<file path="config.mk">
export PLATFORM = sky130hd
export DESIGN_NAME = utf8_stream_decoder_width_unit
export DESIGN_NICKNAME = d
export VERILOG_FILES = /design/src/hdl/u8w_pkg.sv /design/src/hdl/u8w_front.sv /design/src/hdl/u8w_queue.sv /design/src/hdl/u8w_back.sv /design/src/hdl/utf8_stream_decoder_width_unit.sv
export SDC_FILE = /design/constraint.sdc
export NUM_CORES = 1
export LEC_CHECK = 0
export BUFFER_PORTS_ARGS = -buffer_cell sky130_fd_sc_hd__buf_4
export CAP_MARGIN = 20
export CORE_MARGIN = 5
export CORE_UTILIZATION = 52
export CTS_BUF_LIST = sky130_fd_sc_hd__clkbuf_4 sky130_fd_sc_hd__clkbuf_8
export DETAILED_ROUTE_END_ITERATION = 8
export GPL_TIMING_DRIVEN = 0
export PLACE_DENSITY = 0.8
export SKIP_LAST_GASP = 1
export SLEW_MARGIN = 15
export SYNTH_ARGS = -nofsm -noshare
export SYNTH_HDL_FRONTEND = slang
export SYNTH_SLANG_ARGS = --single-unit
</file>
<file path="constraint.sdc">
create_clock -name clk -period 8.9 [get_ports clk]
set_input_delay 1.335 -clock clk [delete_from_list [all_inputs] [get_ports clk]]
set_output_delay 1.335 -clock clk [all_outputs]
set_load 0.02 [all_outputs]
</file>
<file path="src/hdl/u8w_pkg.sv">
// ----------------------------------------------------------------------------
// u8w_pkg: shared types, constants and width tables
// Holds the queue entry layout and the display-width range tables used by
// the UTF-8 decoder with column width.
// ----------------------------------------------------------------------------
package u8w_pkg;

  localparam int COUNT_BITS = 16;
  localparam int CP_W       = 21;
  localparam int LEN_W      = 3;
  localparam int COLS_W     = 2;
  localparam int CFG_IDX_W  = 2;
  localparam int QDEPTH     = 4;
  localparam int QPTR_W     = $clog2(QDEPTH);
  localparam int QCNT_W     = $clog2(QDEPTH + 1);

  localparam logic [COUNT_BITS-1:0] COUNT_MAX = {COUNT_BITS{1'b1}};

  // Configuration register indexes
  localparam logic [CFG_IDX_W-1:0] REG_REPLACEMENT = 2'd0;
  localparam logic [CFG_IDX_W-1:0] REG_MAX_CP      = 2'd1;

  localparam logic [CP_W-1:0] RESET_REPLACEMENT = 21'h00FFFD;
  localparam logic [CP_W-1:0] RESET_MAX_CP      = 21'h10FFFF;

  // Column widths
  localparam logic [COLS_W-1:0] COLS_ZERO   = 2'd0;
  localparam logic [COLS_W-1:0] COLS_NARROW = 2'd1;
  localparam logic [COLS_W-1:0] COLS_WIDE   = 2'd2;

  // One decoded input byte: rejections first, then a code point, then a summary
  typedef struct packed {
    logic [LEN_W-1:0]      rej_cnt;
    logic                  has_cp;
    logic [CP_W-1:0]       cp;
    logic [LEN_W-1:0]      cp_len;
    logic                  has_sum;
    logic [COUNT_BITS-1:0] bad_pos;
  } entry_t;

  typedef struct packed {
    logic [CP_W-1:0] lo;
    logic [CP_W-1:0] hi;
  } span_t;

  localparam int ZERO_N = 31;
  localparam int WIDE_N = 15;

  localparam span_t ZERO_TAB [ZERO_N] = '{
    '{21'h000AD, 21'h000AD}, '{21'h00300, 21'h0036F}, '{21'h00483, 21'h00489},
    '{21'h00591, 21'h005BD}, '{21'h005BF, 21'h005BF}, '{21'h005C1, 21'h005C2},
    '{21'h005C4, 21'h005C5}, '{21'h005C7, 21'h005C7}, '{21'h00610, 21'h0061A},
    '{21'h0064B, 21'h0065F}, '{21'h00670, 21'h00670}, '{21'h00E31, 21'h00E31},
    '{21'h00E34, 21'h00E3A}, '{21'h00E47, 21'h00E4E}, '{21'h01160, 21'h011FF},
    '{21'h0135D, 21'h0135F}, '{21'h01AB0, 21'h01AFF}, '{21'h01DC0, 21'h01DFF},
    '{21'h0200B, 21'h0200F}, '{21'h02028, 21'h0202E}, '{21'h02060, 21'h02064},
    '{21'h0206A, 21'h0206F}, '{21'h020D0, 21'h020FF}, '{21'h03099, 21'h0309A},
    '{21'h0FE00, 21'h0FE0F}, '{21'h0FE20, 21'h0FE2F}, '{21'h0FEFF, 21'h0FEFF},
    '{21'h0FFF9, 21'h0FFFB}, '{21'hE0001, 21'hE0001}, '{21'hE0020, 21'hE007F},
    '{21'hE0100, 21'hE01EF}
  };

  localparam span_t WIDE_TAB [WIDE_N] = '{
    '{21'h01100, 21'h0115F}, '{21'h02E80, 21'h0303E}, '{21'h03041, 21'h033FF},
    '{21'h03400, 21'h04DBF}, '{21'h04E00, 21'h09FFF}, '{21'h0A000, 21'h0A4CF},
    '{21'h0AC00, 21'h0D7A3}, '{21'h0F900, 21'h0FAFF}, '{21'h0FE10, 21'h0FE19},
    '{21'h0FE30, 21'h0FE6F}, '{21'h0FF00, 21'h0FF60}, '{21'h0FFE0, 21'h0FFE6},
    '{21'h1F300, 21'h1F64F}, '{21'h1F900, 21'h1F9FF}, '{21'h20000, 21'h3FFFD}
  };

  localparam logic [CP_W-1:0] NARROW_LIMIT = 21'h000AD;

  // Spans are sorted and disjoint, so membership is an OR of range hits
  function automatic logic [COLS_W-1:0] cp_columns(input logic [CP_W-1:0] cp);
    logic zero_hit;
    logic wide_hit;
    zero_hit = 1'b0;
    wide_hit = 1'b0;
    for (int i = 0; i < ZERO_N; i++) begin
      if (cp >= ZERO_TAB[i].lo && cp <= ZERO_TAB[i].hi) zero_hit = 1'b1;
    end
    for (int i = 0; i < WIDE_N; i++) begin
      if (cp >= WIDE_TAB[i].lo && cp <= WIDE_TAB[i].hi) wide_hit = 1'b1;
    end
    if (cp < NARROW_LIMIT) return COLS_NARROW;
    else if (zero_hit) return COLS_ZERO;
    else if (wide_hit) return COLS_WIDE;
    else return COLS_NARROW;
  endfunction

endpackage

</file>
<file path="src/hdl/u8w_front.sv">
// ----------------------------------------------------------------------------
// u8w_front: byte intake and sequence classification
// Tracks the pending multi-byte sequence and turns each accepted byte that
// causes results into one queue entry describing them.
// ----------------------------------------------------------------------------
module u8w_front import u8w_pkg::*; (
  input  logic                  clk,
  input  logic                  rst_n,
  input  logic                  take,
  input  logic [7:0]            in_byte,
  input  logic [CP_W-1:0]       max_cp,
  output logic                  push,
  output entry_t                ent
);

  localparam logic [LEN_W-1:0] LEN_NONE  = 3'd0;
  localparam logic [LEN_W-1:0] LEN_ONE   = 3'd1;
  localparam logic [LEN_W-1:0] LEN_TWO   = 3'd2;
  localparam logic [LEN_W-1:0] LEN_THREE = 3'd3;
  localparam logic [LEN_W-1:0] LEN_FOUR  = 3'd4;

  localparam logic [CP_W-1:0] MIN_TWO   = 21'h00080;
  localparam logic [CP_W-1:0] MIN_THREE = 21'h00800;
  localparam logic [CP_W-1:0] MIN_FOUR  = 21'h10000;
  localparam logic [CP_W-1:0] SURR_LO   = 21'h0D800;
  localparam logic [CP_W-1:0] SURR_HI   = 21'h0DFFF;

  logic [LEN_W-1:0]      exp_r,  exp_nxt;
  logic [LEN_W-1:0]      seen_r, seen_nxt;
  logic [CP_W-1:0]       part_r, part_nxt;
  logic [COUNT_BITS-1:0] pos_r,  pos_nxt;
  logic [COUNT_BITS-1:0] lead_r, lead_nxt;

  logic                  pending;
  logic                  is_cont;
  logic [CP_W-1:0]       pv;
  logic [LEN_W-1:0]      seen_inc;
  logic [CP_W-1:0]       min_v;
  logic                  seq_bad;
  logic [COUNT_BITS-1:0] pos_adv;

  assign pending  = (exp_r != LEN_NONE);
  assign is_cont  = (in_byte[7:6] == 2'b10);
  assign pv       = {part_r[CP_W-7:0], in_byte[5:0]};
  assign seen_inc = seen_r + LEN_ONE;
  assign pos_adv  = (pos_r != COUNT_MAX) ? pos_r + 1'b1 : pos_r;

  always_comb begin
    case (exp_r)
      LEN_TWO:   min_v = MIN_TWO;
      LEN_THREE: min_v = MIN_THREE;
      LEN_FOUR:  min_v = MIN_FOUR;
      default:   min_v = '0;
    endcase
  end

  assign seq_bad = (pv < min_v) || (pv >= SURR_LO && pv <= SURR_HI) || (pv > max_cp);

  always_comb begin
    exp_nxt  = exp_r;
    seen_nxt = seen_r;
    part_nxt = part_r;
    pos_nxt  = pos_r;
    lead_nxt = lead_r;
    ent      = '0;
    ent.bad_pos = lead_r;
    if (take) begin
      if (pending && is_cont) begin
        // continuation: fold in six bits, close the sequence when complete
        pos_nxt = pos_adv;
        if (seen_inc >= exp_r) begin
          if (seq_bad) begin
            ent.rej_cnt = seen_inc;
          end else begin
            ent.has_cp = 1'b1;
            ent.cp     = pv;
            ent.cp_len = exp_r;
          end
          exp_nxt  = LEN_NONE;
          seen_nxt = LEN_NONE;
          part_nxt = '0;
        end else begin
          part_nxt = pv;
          seen_nxt = seen_inc;
        end
      end else begin
        // drop a broken sequence, then decode this byte afresh
        if (pending) begin
          ent.rej_cnt = seen_r;
          exp_nxt  = LEN_NONE;
          seen_nxt = LEN_NONE;
          part_nxt = '0;
        end
        if (in_byte == 8'h00) begin
          ent.has_sum = 1'b1;
          pos_nxt     = '0;
          lead_nxt    = '0;
        end else begin
          pos_nxt = pos_adv;
          if (in_byte[7] == 1'b0) begin
            ent.has_cp = 1'b1;
            ent.cp     = {{(CP_W-8){1'b0}}, in_byte};
            ent.cp_len = LEN_ONE;
          end else if (in_byte[7:5] == 3'b110) begin
            exp_nxt  = LEN_TWO;
            seen_nxt = LEN_ONE;
            part_nxt = {{(CP_W-5){1'b0}}, in_byte[4:0]};
            lead_nxt = pos_r;
          end else if (in_byte[7:4] == 4'b1110) begin
            exp_nxt  = LEN_THREE;
            seen_nxt = LEN_ONE;
            part_nxt = {{(CP_W-4){1'b0}}, in_byte[3:0]};
            lead_nxt = pos_r;
          end else if (in_byte[7:3] == 5'b11110) begin
            exp_nxt  = LEN_FOUR;
            seen_nxt = LEN_ONE;
            part_nxt = {{(CP_W-3){1'b0}}, in_byte[2:0]};
            lead_nxt = pos_r;
          end else begin
            if (!pending) ent.bad_pos = pos_r;
            ent.rej_cnt = ent.rej_cnt + LEN_ONE;
          end
        end
      end
    end
  end

  assign push = take && ((ent.rej_cnt != LEN_NONE) || ent.has_cp || ent.has_sum);

  always_ff @(posedge clk) begin
    if (!rst_n) begin
      exp_r  <= LEN_NONE;
      seen_r <= LEN_NONE;
      part_r <= '0;
      pos_r  <= '0;
      lead_r <= '0;
    end else begin
      exp_r  <= exp_nxt;
      seen_r <= seen_nxt;
      part_r <= part_nxt;
      pos_r  <= pos_nxt;
      lead_r <= lead_nxt;
    end
  end

endmodule

</file>
<file path="src/hdl/u8w_queue.sv">
// ----------------------------------------------------------------------------
// u8w_queue: entry queue between front and back
// Small first-in first-out buffer of decoded entries.
// ----------------------------------------------------------------------------
module u8w_queue import u8w_pkg::*; (
  input  logic   clk,
  input  logic   rst_n,
  input  logic   push,
  input  entry_t wr_ent,
  input  logic   pop,
  output entry_t head,
  output logic   not_empty,
  output logic   full
);

  entry_t              mem_r [QDEPTH];
  logic [QPTR_W-1:0]   wr_ptr_r, wr_ptr_nxt;
  logic [QPTR_W-1:0]   rd_ptr_r, rd_ptr_nxt;
  logic [QCNT_W-1:0]   cnt_r,    cnt_nxt;
  logic                do_push;
  logic                do_pop;

  assign not_empty = (cnt_r != '0);
  assign full      = (cnt_r == QCNT_W'(QDEPTH));
  assign do_push   = push && !full;
  assign do_pop    = pop && not_empty;
  assign head      = mem_r[rd_ptr_r];

  always_comb begin
    wr_ptr_nxt = do_push ? wr_ptr_r + 1'b1 : wr_ptr_r;
    rd_ptr_nxt = do_pop  ? rd_ptr_r + 1'b1 : rd_ptr_r;
    cnt_nxt    = cnt_r;
    if (do_push && !do_pop) cnt_nxt = cnt_r + 1'b1;
    else if (do_pop && !do_push) cnt_nxt = cnt_r - 1'b1;
  end

  always_ff @(posedge clk) begin
    if (do_push) mem_r[wr_ptr_r] <= wr_ent;
  end

  always_ff @(posedge clk) begin
    if (!rst_n) begin
      wr_ptr_r <= '0;
      rd_ptr_r <= '0;
      cnt_r    <= '0;
    end else begin
      wr_ptr_r <= wr_ptr_nxt;
      rd_ptr_r <= rd_ptr_nxt;
      cnt_r    <= cnt_nxt;
    end
  end

endmodule

</file>
<file path="src/hdl/u8w_back.sv">
// ----------------------------------------------------------------------------
// u8w_back: result sequencer
// Expands each queue entry into its results, one per cycle unless stalled,
// looks up the column width and keeps the per-string totals for the summary.
// ----------------------------------------------------------------------------
module u8w_back import u8w_pkg::*; (
  input  logic                  clk,
  input  logic                  rst_n,
  input  logic                  q_valid,
  input  entry_t                head,
  output logic                  pop,
  input  logic [CP_W-1:0]       rep_cp,
  output logic                  out_valid,
  input  logic                  out_stall,
  output logic                  out_is_summary,
  output logic [CP_W-1:0]       out_code_point,
  output logic [LEN_W-1:0]      out_byte_count,
  output logic                  out_rejected,
  output logic [COLS_W-1:0]     out_columns,
  output logic [COUNT_BITS-1:0] out_total_columns,
  output logic                  out_all_valid,
  output logic [COUNT_BITS-1:0] out_first_bad_offset,
  output logic                  out_last_of_run
);

  logic                  vld_r,  vld_nxt;
  logic [1:0]            idx_r,  idx_nxt;
  logic [COUNT_BITS-1:0] sum_r,  sum_nxt;
  logic                  bad_r,  bad_nxt;
  logic [COUNT_BITS-1:0] badp_r, badp_nxt;

  logic                  summ_r;
  logic [CP_W-1:0]       cp_r;
  logic [LEN_W-1:0]      cnt_r;
  logic                  rej_r;
  logic [COLS_W-1:0]     cols_r;
  logic [COUNT_BITS-1:0] tot_r;
  logic                  ok_r;
  logic [COUNT_BITS-1:0] off_r;
  logic                  last_r;

  logic                  load;
  logic [LEN_W-1:0]      idx_ext;
  logic [LEN_W-1:0]      total;
  logic                  is_rej;
  logic                  is_cp;
  logic                  is_last;
  logic [CP_W-1:0]       sel_cp;
  logic [COLS_W-1:0]     cols;
  logic [COUNT_BITS:0]   sum_add;

  assign load    = q_valid && (!vld_r || !out_stall);
  assign idx_ext = {1'b0, idx_r};
  assign total   = head.rej_cnt + LEN_W'(head.has_cp) + LEN_W'(head.has_sum);
  assign is_rej  = (idx_ext < head.rej_cnt);
  assign is_cp   = !is_rej && head.has_cp && (idx_ext == head.rej_cnt);
  assign is_last = ((idx_ext + 1'b1) == total);
  assign sel_cp  = is_rej ? rep_cp : head.cp;
  assign cols    = cp_columns(sel_cp);
  assign sum_add = {1'b0, sum_r} + {{(COUNT_BITS-1){1'b0}}, cols};
  assign pop     = load && is_last;

  always_comb begin
    vld_nxt  = vld_r;
    idx_nxt  = idx_r;
    sum_nxt  = sum_r;
    bad_nxt  = bad_r;
    badp_nxt = badp_r;
    if (load) begin
      vld_nxt = 1'b1;
      idx_nxt = is_last ? 2'd0 : idx_r + 2'd1;
      if (is_rej || is_cp) begin
        // saturate the running column total
        sum_nxt = sum_add[COUNT_BITS] ? COUNT_MAX : sum_add[COUNT_BITS-1:0];
        if (is_rej && !bad_r) begin
          bad_nxt  = 1'b1;
          badp_nxt = head.bad_pos;
        end
      end else begin
        sum_nxt  = '0;
        bad_nxt  = 1'b0;
        badp_nxt = '0;
      end
    end else if (vld_r && !out_stall) begin
      vld_nxt = 1'b0;
    end
  end

  always_ff @(posedge clk) begin
    if (!rst_n) begin
      vld_r  <= 1'b0;
      idx_r  <= 2'd0;
      sum_r  <= '0;
      bad_r  <= 1'b0;
      badp_r <= '0;
    end else begin
      vld_r  <= vld_nxt;
      idx_r  <= idx_nxt;
      sum_r  <= sum_nxt;
      bad_r  <= bad_nxt;
      badp_r <= badp_nxt;
    end
  end

  always_ff @(posedge clk) begin
    if (load) begin
      last_r <= is_last;
      if (is_rej || is_cp) begin
        summ_r <= 1'b0;
        cp_r   <= sel_cp;
        cnt_r  <= is_rej ? 3'd1 : head.cp_len;
        rej_r  <= is_rej;
        cols_r <= cols;
        tot_r  <= '0;
        ok_r   <= 1'b0;
        off_r  <= '0;
      end else begin
        summ_r <= 1'b1;
        cp_r   <= '0;
        cnt_r  <= '0;
        rej_r  <= 1'b0;
        cols_r <= COLS_ZERO;
        tot_r  <= sum_r;
        ok_r   <= !bad_r;
        off_r  <= bad_r ? badp_r : '0;
      end
    end
  end

  assign out_valid            = vld_r;
  assign out_is_summary       = summ_r;
  assign out_code_point       = cp_r;
  assign out_byte_count       = cnt_r;
  assign out_rejected         = rej_r;
  assign out_columns          = cols_r;
  assign out_total_columns    = tot_r;
  assign out_all_valid        = ok_r;
  assign out_first_bad_offset = off_r;
  assign out_last_of_run      = last_r;

endmodule

</file>
<file path="src/hdl/utf8_stream_decoder_width_unit.sv">
// ----------------------------------------------------------------------------
// utf8_stream_decoder_width_unit: UTF-8 decoder with display column width
// Decodes a NUL-terminated byte stream, replaces rejected bytes, classifies
// each code point as 0, 1 or 2 columns and ends each string with a summary.
// ----------------------------------------------------------------------------
//
//  channel  | signals                               | direction | request
//  ---------+---------------------------------------+-----------+---------------------
//  in       | in_valid, in_stall, in_byte           | input     | one string byte
//  out      | out_valid, out_stall, out_* fields    | output    | code point / summary
//  cfg      | cfg_valid, cfg_ready, cfg_index/data  | input     | register write
//
//  A byte is taken every cycle while the entry queue has room; the front
//  decodes it in that cycle and queues an entry when it causes results.
//  The back emits one result per cycle while out_stall is low; the result
//  register sets that rate on the output side.
//  The first result of a byte passes through the queue and then the result register.
//  Reset (synchronous, rst_n low) clears the pending sequence, counters,
//  queue and output valid, and loads the register defaults.
//  in_stall rises only when the four-entry queue is full; out_stall holds
//  the result register and, through the queue, eventually the input.
// ----------------------------------------------------------------------------
module utf8_stream_decoder_width_unit import u8w_pkg::*; (
  input  logic                  clk,
  input  logic                  rst_n,
  // byte input
  input  logic                  in_valid,
  output logic                  in_stall,
  input  logic [7:0]            in_byte,
  // results
  output logic                  out_valid,
  input  logic                  out_stall,
  output logic                  out_is_summary,
  output logic [CP_W-1:0]       out_code_point,
  output logic [LEN_W-1:0]      out_byte_count,
  output logic                  out_rejected,
  output logic [COLS_W-1:0]     out_columns,
  output logic [COUNT_BITS-1:0] out_total_columns,
  output logic                  out_all_valid,
  output logic [COUNT_BITS-1:0] out_first_bad_offset,
  output logic                  out_last_of_run,
  // register writes
  input  logic                  cfg_valid,
  output logic                  cfg_ready,
  input  logic [CFG_IDX_W-1:0]  cfg_index,
  input  logic [CP_W-1:0]       cfg_data
);

  logic [CP_W-1:0] rep_cp_r, rep_cp_nxt;
  logic [CP_W-1:0] max_cp_r, max_cp_nxt;

  logic   take;
  logic   push;
  entry_t fr_ent;
  entry_t q_head;
  logic   q_valid;
  logic   q_full;
  logic   pop;

  // Configuration registers: writes always complete, unknown indexes drop
  assign cfg_ready = 1'b1;

  always_comb begin
    rep_cp_nxt = rep_cp_r;
    max_cp_nxt = max_cp_r;
    if (cfg_valid && cfg_ready) begin
      case (cfg_index)
        REG_REPLACEMENT: rep_cp_nxt = cfg_data;
        REG_MAX_CP:      max_cp_nxt = cfg_data;
        default: begin
        end
      endcase
    end
  end

  always_ff @(posedge clk) begin
    if (!rst_n) begin
      rep_cp_r <= RESET_REPLACEMENT;
      max_cp_r <= RESET_MAX_CP;
    end else begin
      rep_cp_r <= rep_cp_nxt;
      max_cp_r <= max_cp_nxt;
    end
  end

  // Hold the input only while the queue cannot take another entry
  assign in_stall = q_full;
  assign take     = in_valid && !in_stall;

  u8w_front u_front (
    .clk     (clk),
    .rst_n   (rst_n),
    .take    (take),
    .in_byte (in_byte),
    .max_cp  (max_cp_r),
    .push    (push),
    .ent     (fr_ent)
  );

  u8w_queue u_queue (
    .clk       (clk),
    .rst_n     (rst_n),
    .push      (push),
    .wr_ent    (fr_ent),
    .pop       (pop),
    .head      (q_head),
    .not_empty (q_valid),
    .full      (q_full)
  );

  u8w_back u_back (
    .clk                  (clk),
    .rst_n                (rst_n),
    .q_valid              (q_valid),
    .head                 (q_head),
    .pop                  (pop),
    .rep_cp               (rep_cp_r),
    .out_valid            (out_valid),
    .out_stall            (out_stall),
    .out_is_summary       (out_is_summary),
    .out_code_point       (out_code_point),
    .out_byte_count       (out_byte_count),
    .out_rejected         (out_rejected),
    .out_columns          (out_columns),
    .out_total_columns    (out_total_columns),
    .out_all_valid        (out_all_valid),
    .out_first_bad_offset (out_first_bad_offset),
    .out_last_of_run      (out_last_of_run)
  );

endmodule
</file>
==> flow_summary_export.csv <==
group,metric,value,unit
outcome,status,"finished clean",
power_and_ir_drop,p_comb_share,43.0,%
finish,final_area,22600,um2
cts,tritoncts,"done",
setup_path,crit_required,9.46,ns
placement,dp_cells,2416,
finish,fill_cells,2999,
sta,maxSlewHeadroom,21.5,%
floorplan,core_area,37600,um2
cts,clock-sinks,382,
drt,viasPerCell,6.47,
power_and_ir_drop,p_int,4.03,mW
setup_path,max_stage_delay,0.53,ns
drt,drt_iter0_drc,1735,
logic_synthesis,yosysTopAreaCell,"edfxtp_1",
cts,cts_buffers,58,
drt,first_pass_iters,6,
cts,h-tree-depth,2,
placement,place_area,21200,um2
logic_synthesis,syn_area,19800,um2
worst_hold_path,hold_class,"flop to flop",
logic_synthesis,synth_xor_area_share,0.930,%
logic_synthesis,synth_top_family_by_area,"simple AND/OR/NAND/NOR gates",
cts,hold_buffers,0,
setup_path,crit_path_end_kind,"flop",
power_and_ir_drop,leakagePower,8.38,nW
floorplan,start_util,52.6,%
logic_synthesis,synth_edf_count,242,
logic_synthesis,yosys.area_share.simple,18.0,%
placement,hpwl,48.4,mm
sta,final-hold-violation-count,0,
power_and_ir_drop,seqPwrFrac,34.2,%
logic_synthesis,yosysWarnings,0,
setup_path,critPathKind,"flop to flop",
finish,stdcell_count,2529,
drt,finalWirelength,64.1,mm
logic_synthesis,post-synth-top-count-cell,"edfxtp_1",
logic_synthesis,synth_area_per_cell,11.0,um2
logic_synthesis,ys_types,85,
finish,finalNetCount,2046,
power_and_ir_drop,p_per_area,300,nW/um2
sta,finalCriticalPeriod,8.62,ns
sta,fmaxAchievable,116,MHz
worst_hold_path,holdCritStartpoint,"max_cp_r[18]",
power_and_ir_drop,pwr-share-clk,22.8,%
power_and_ir_drop,power_switching,2.76,mW
logic_synthesis,async_reset_ff_share,0,%
power_and_ir_drop,ir_worst_vdd,0.187,mV
setup_path,critPathMaxFanout,19,
setup_path,path_common_cell,"buf_2",
global_route,grt-ovfl-total,0,
logic_synthesis,synth_top_cells_by_area,"edfxtp_1 (37%), dfxtp_1 (14%), mux4_2 (5.0%), nand2_1 (3.0%), mux2_2 (2.7%)",
setup_path,slowest_stage,"buf_2",
sta,finalWorstSetupSlack,0.277,ns
cts,cts.clk_slew.worst_paths,0.06,ns
global_route,grt_max_degree,55,
drt,post_drt_wl_per_cell,25.3,um
global_route,grt_pass1_wl,96.7,mm
floorplan,die_x,205,um
sta,finalCritPeriodShare,96.9,%
global_route,grtUsageTotal,30.2,%
sta,setup_violations,0,
floorplan,io_pins,101,
placement,io_buffers,98,
job,maxCapViolations,0,
sta,worstMarginPinSlew,1.15,ns
drt,postRouteAntennaNets,0,
floorplan,num_rows,71,
logic_synthesis,ys_seq_area_share,50.9,%
finish,layout-drive-gt1-share,18.9,%
cts,clock_latency,0.66,ns
floorplan,fp.dieH,205,um
drt,drc,0,
floorplan,fp.dieArea,42000,um2
power_and_ir_drop,p_sw_share,40.6,%
logic_synthesis,muxShareOfSynthArea,10.3,%
logic_synthesis,ys_top_cells_by_count,"edfxtp_1 (242), nand2_1 (160), dfxtp_1 (140)",
global_route,antenna_found_initial,1,
sta,slew_viol_final,0,
cts,root_buffer,"clkbuf_8",
sta,clock_skew,0.0333,ns
logic_synthesis,synth.top_cell.area_share,36.7,%
global_route,grt_pass1_vias,15800,
logic_synthesis,synth_nets,1885,
placement,place.gp.congestion,1.01,
logic_synthesis,synthAdderAreaFrac,2.83,%
logic_synthesis,synth-compound-area-share,13.7,%
drt,num_vias,16400,
setup_path,arrival,9.18,ns
setup_path,start_kind,"flop",
logic_synthesis,synth_ff_type,"edfxtp_1",
finish,area_growth,14.4,%
logic_synthesis,syn_inst,1806,
placement,post-place-ws,-1.23,ns
cts,clock_path_buffers,3,
logic_synthesis,synth_seq_cells,382,
==> what timing repair did <==
action / 4_1_cts / 5_1_grt
buffers inserted: 0 / 5
resized for setup: 23 / 16
pin swaps: 0 / 5
setup endpoints to repair: 16 / 13
==> worst paths after layout <==
path / to / slack [ns] / cells past startpoint
hold reg to reg: max_cp_r[18] / 0.46 / 2
hold / removal: max_cp_r[18] / 0.46 / 2
setup reg to reg: u_back.sum_r[11] / 0.28 / 33
setup / recovery: u_back.sum_r[11] / 0.28 / 33
==> flip-flops by register name, indices dropped and copies added, names as in the netlist, 2 cells and up, named ones only <==
name	cells
u_front.exp_r	3
u_queue.wr_ptr_r	2
u_queue.mem_r	180
u_front.part_r	15
u_front.pos_r	16
u_back.out_total_columns	16
u_front.lead_r	16
u_back.out_byte_count	3
u_back.badp_r	16
u_queue.rd_ptr_r	2
u_back.sum_r	16
u_back.out_code_point	21
u_queue.cnt_r	3
rep_cp_r	21
u_back.out_columns	2
u_back.idx_r	2
max_cp_r	21
u_front.seen_r	3
u_back.out_first_bad_offset	16
==> cell families (layout without fill, tap and decap cells) <==
kind of cell,count (synthesis),after routing
other,1,2
multiplexers,142,142
AO/OA/AOI/OAI,372,372
adder cells (fa/ha/maj),43,43
flip-flops,382,382
XOR/XNOR,21,21
AND/OR/NAND/NOR,688,688
buffers and inverters,157,368
==> power groups by stage <==
stage          registers [mW]  clock network [mW]  logic, mW
6_report                 2.32                1.55       2.92
4_1_cts                  2.32                1.56       2.83
3_3_place_gp             2.37                   0       2.74
3_5_place_dp             2.36                   0       2.79
2_1_floorplan            2.50                   0       1.61
5_1_grt                  2.34                1.65       3.08
==> layout by cell type (no fill, tap or decap), types with 12 or more instances in the layout <==
cell type    n
buf_2       14
nor4_1      18
mux4_2      44
nand2_1    160
clkinv_2    16
inv_1       52
mux2i_1     44
nand2b_1    12
or3_1       13
clkbuf_1    57
clkbuf_8    69
dfxtp_1    140
mux2_2      47
and3_1      45
a21o_1      17
a31oi_1     13
and2_1      36
nand4_1     26
nand3_1     65
buf_4      108
a21oi_1     65
o2111ai_1   12
nor2_1     136
buf_1       13
nor3_1      44
clkbuf_4    15
o21ai_0     43
ha_1        39
a21boi_0    18
edfxtp_1   242
a22oi_1     51
nor2b_1     77
o211ai_1    31
==> metrics by stage <==
step           hold WS (ns)  TNS, ns  total power [mW]  util, %
2_1_floorplan         0.443        0              4.12        -
3_3_place_gp          0.455   -15.87              5.11     56.3
3_5_place_dp          0.459   -14.84              5.15     56.4
4_1_cts               0.467        0              6.72     60.0
5_1_grt               0.491  -0.0286              7.08     60.2
6_report              0.464        0              6.79     60.2
==> worst max-delay path: cells and delay by family (launching register included) <==
family | cells | cell delay (ns)
adders and majority gates | 3 | 0.86
DFF | 1 | 0.33
buffers and inverters | 12 | 2.66
muxes | 2 | 0.79
and+or+nand+nor | 7 | 1.96
AOI/OAI and AO/OA | 9 | 1.92
==> cell type report <==
type | instances | area, um2 | area share [%]
Antenna cell | 1 | 2.50 | 0.0111
Inverter | 53 | 199 | 0.879
Multi-Input combinational cell | 1267 | 9180 | 40.6
Clock inverter | 29 | 231 | 1.02
Tap cell | 511 | 639 | 2.83
Buffer | 101 | 469 | 2.07
Timing Repair Buffer | 104 | 801 | 3.54
Clock buffer | 81 | 1040 | 4.59
Sequential cell | 382 | 10100 | 44.5
==> layer usage <==
layer	vias to the layer above	GRT usage, %	wire, um
li1	7214	-	-
met1	7962	41.8	26000
met2	992	47.7	29300
met3	195	5.14	5890
met4	0	12.4	2840
met5	-	0	0
Power figures use the tool's default switching activity.
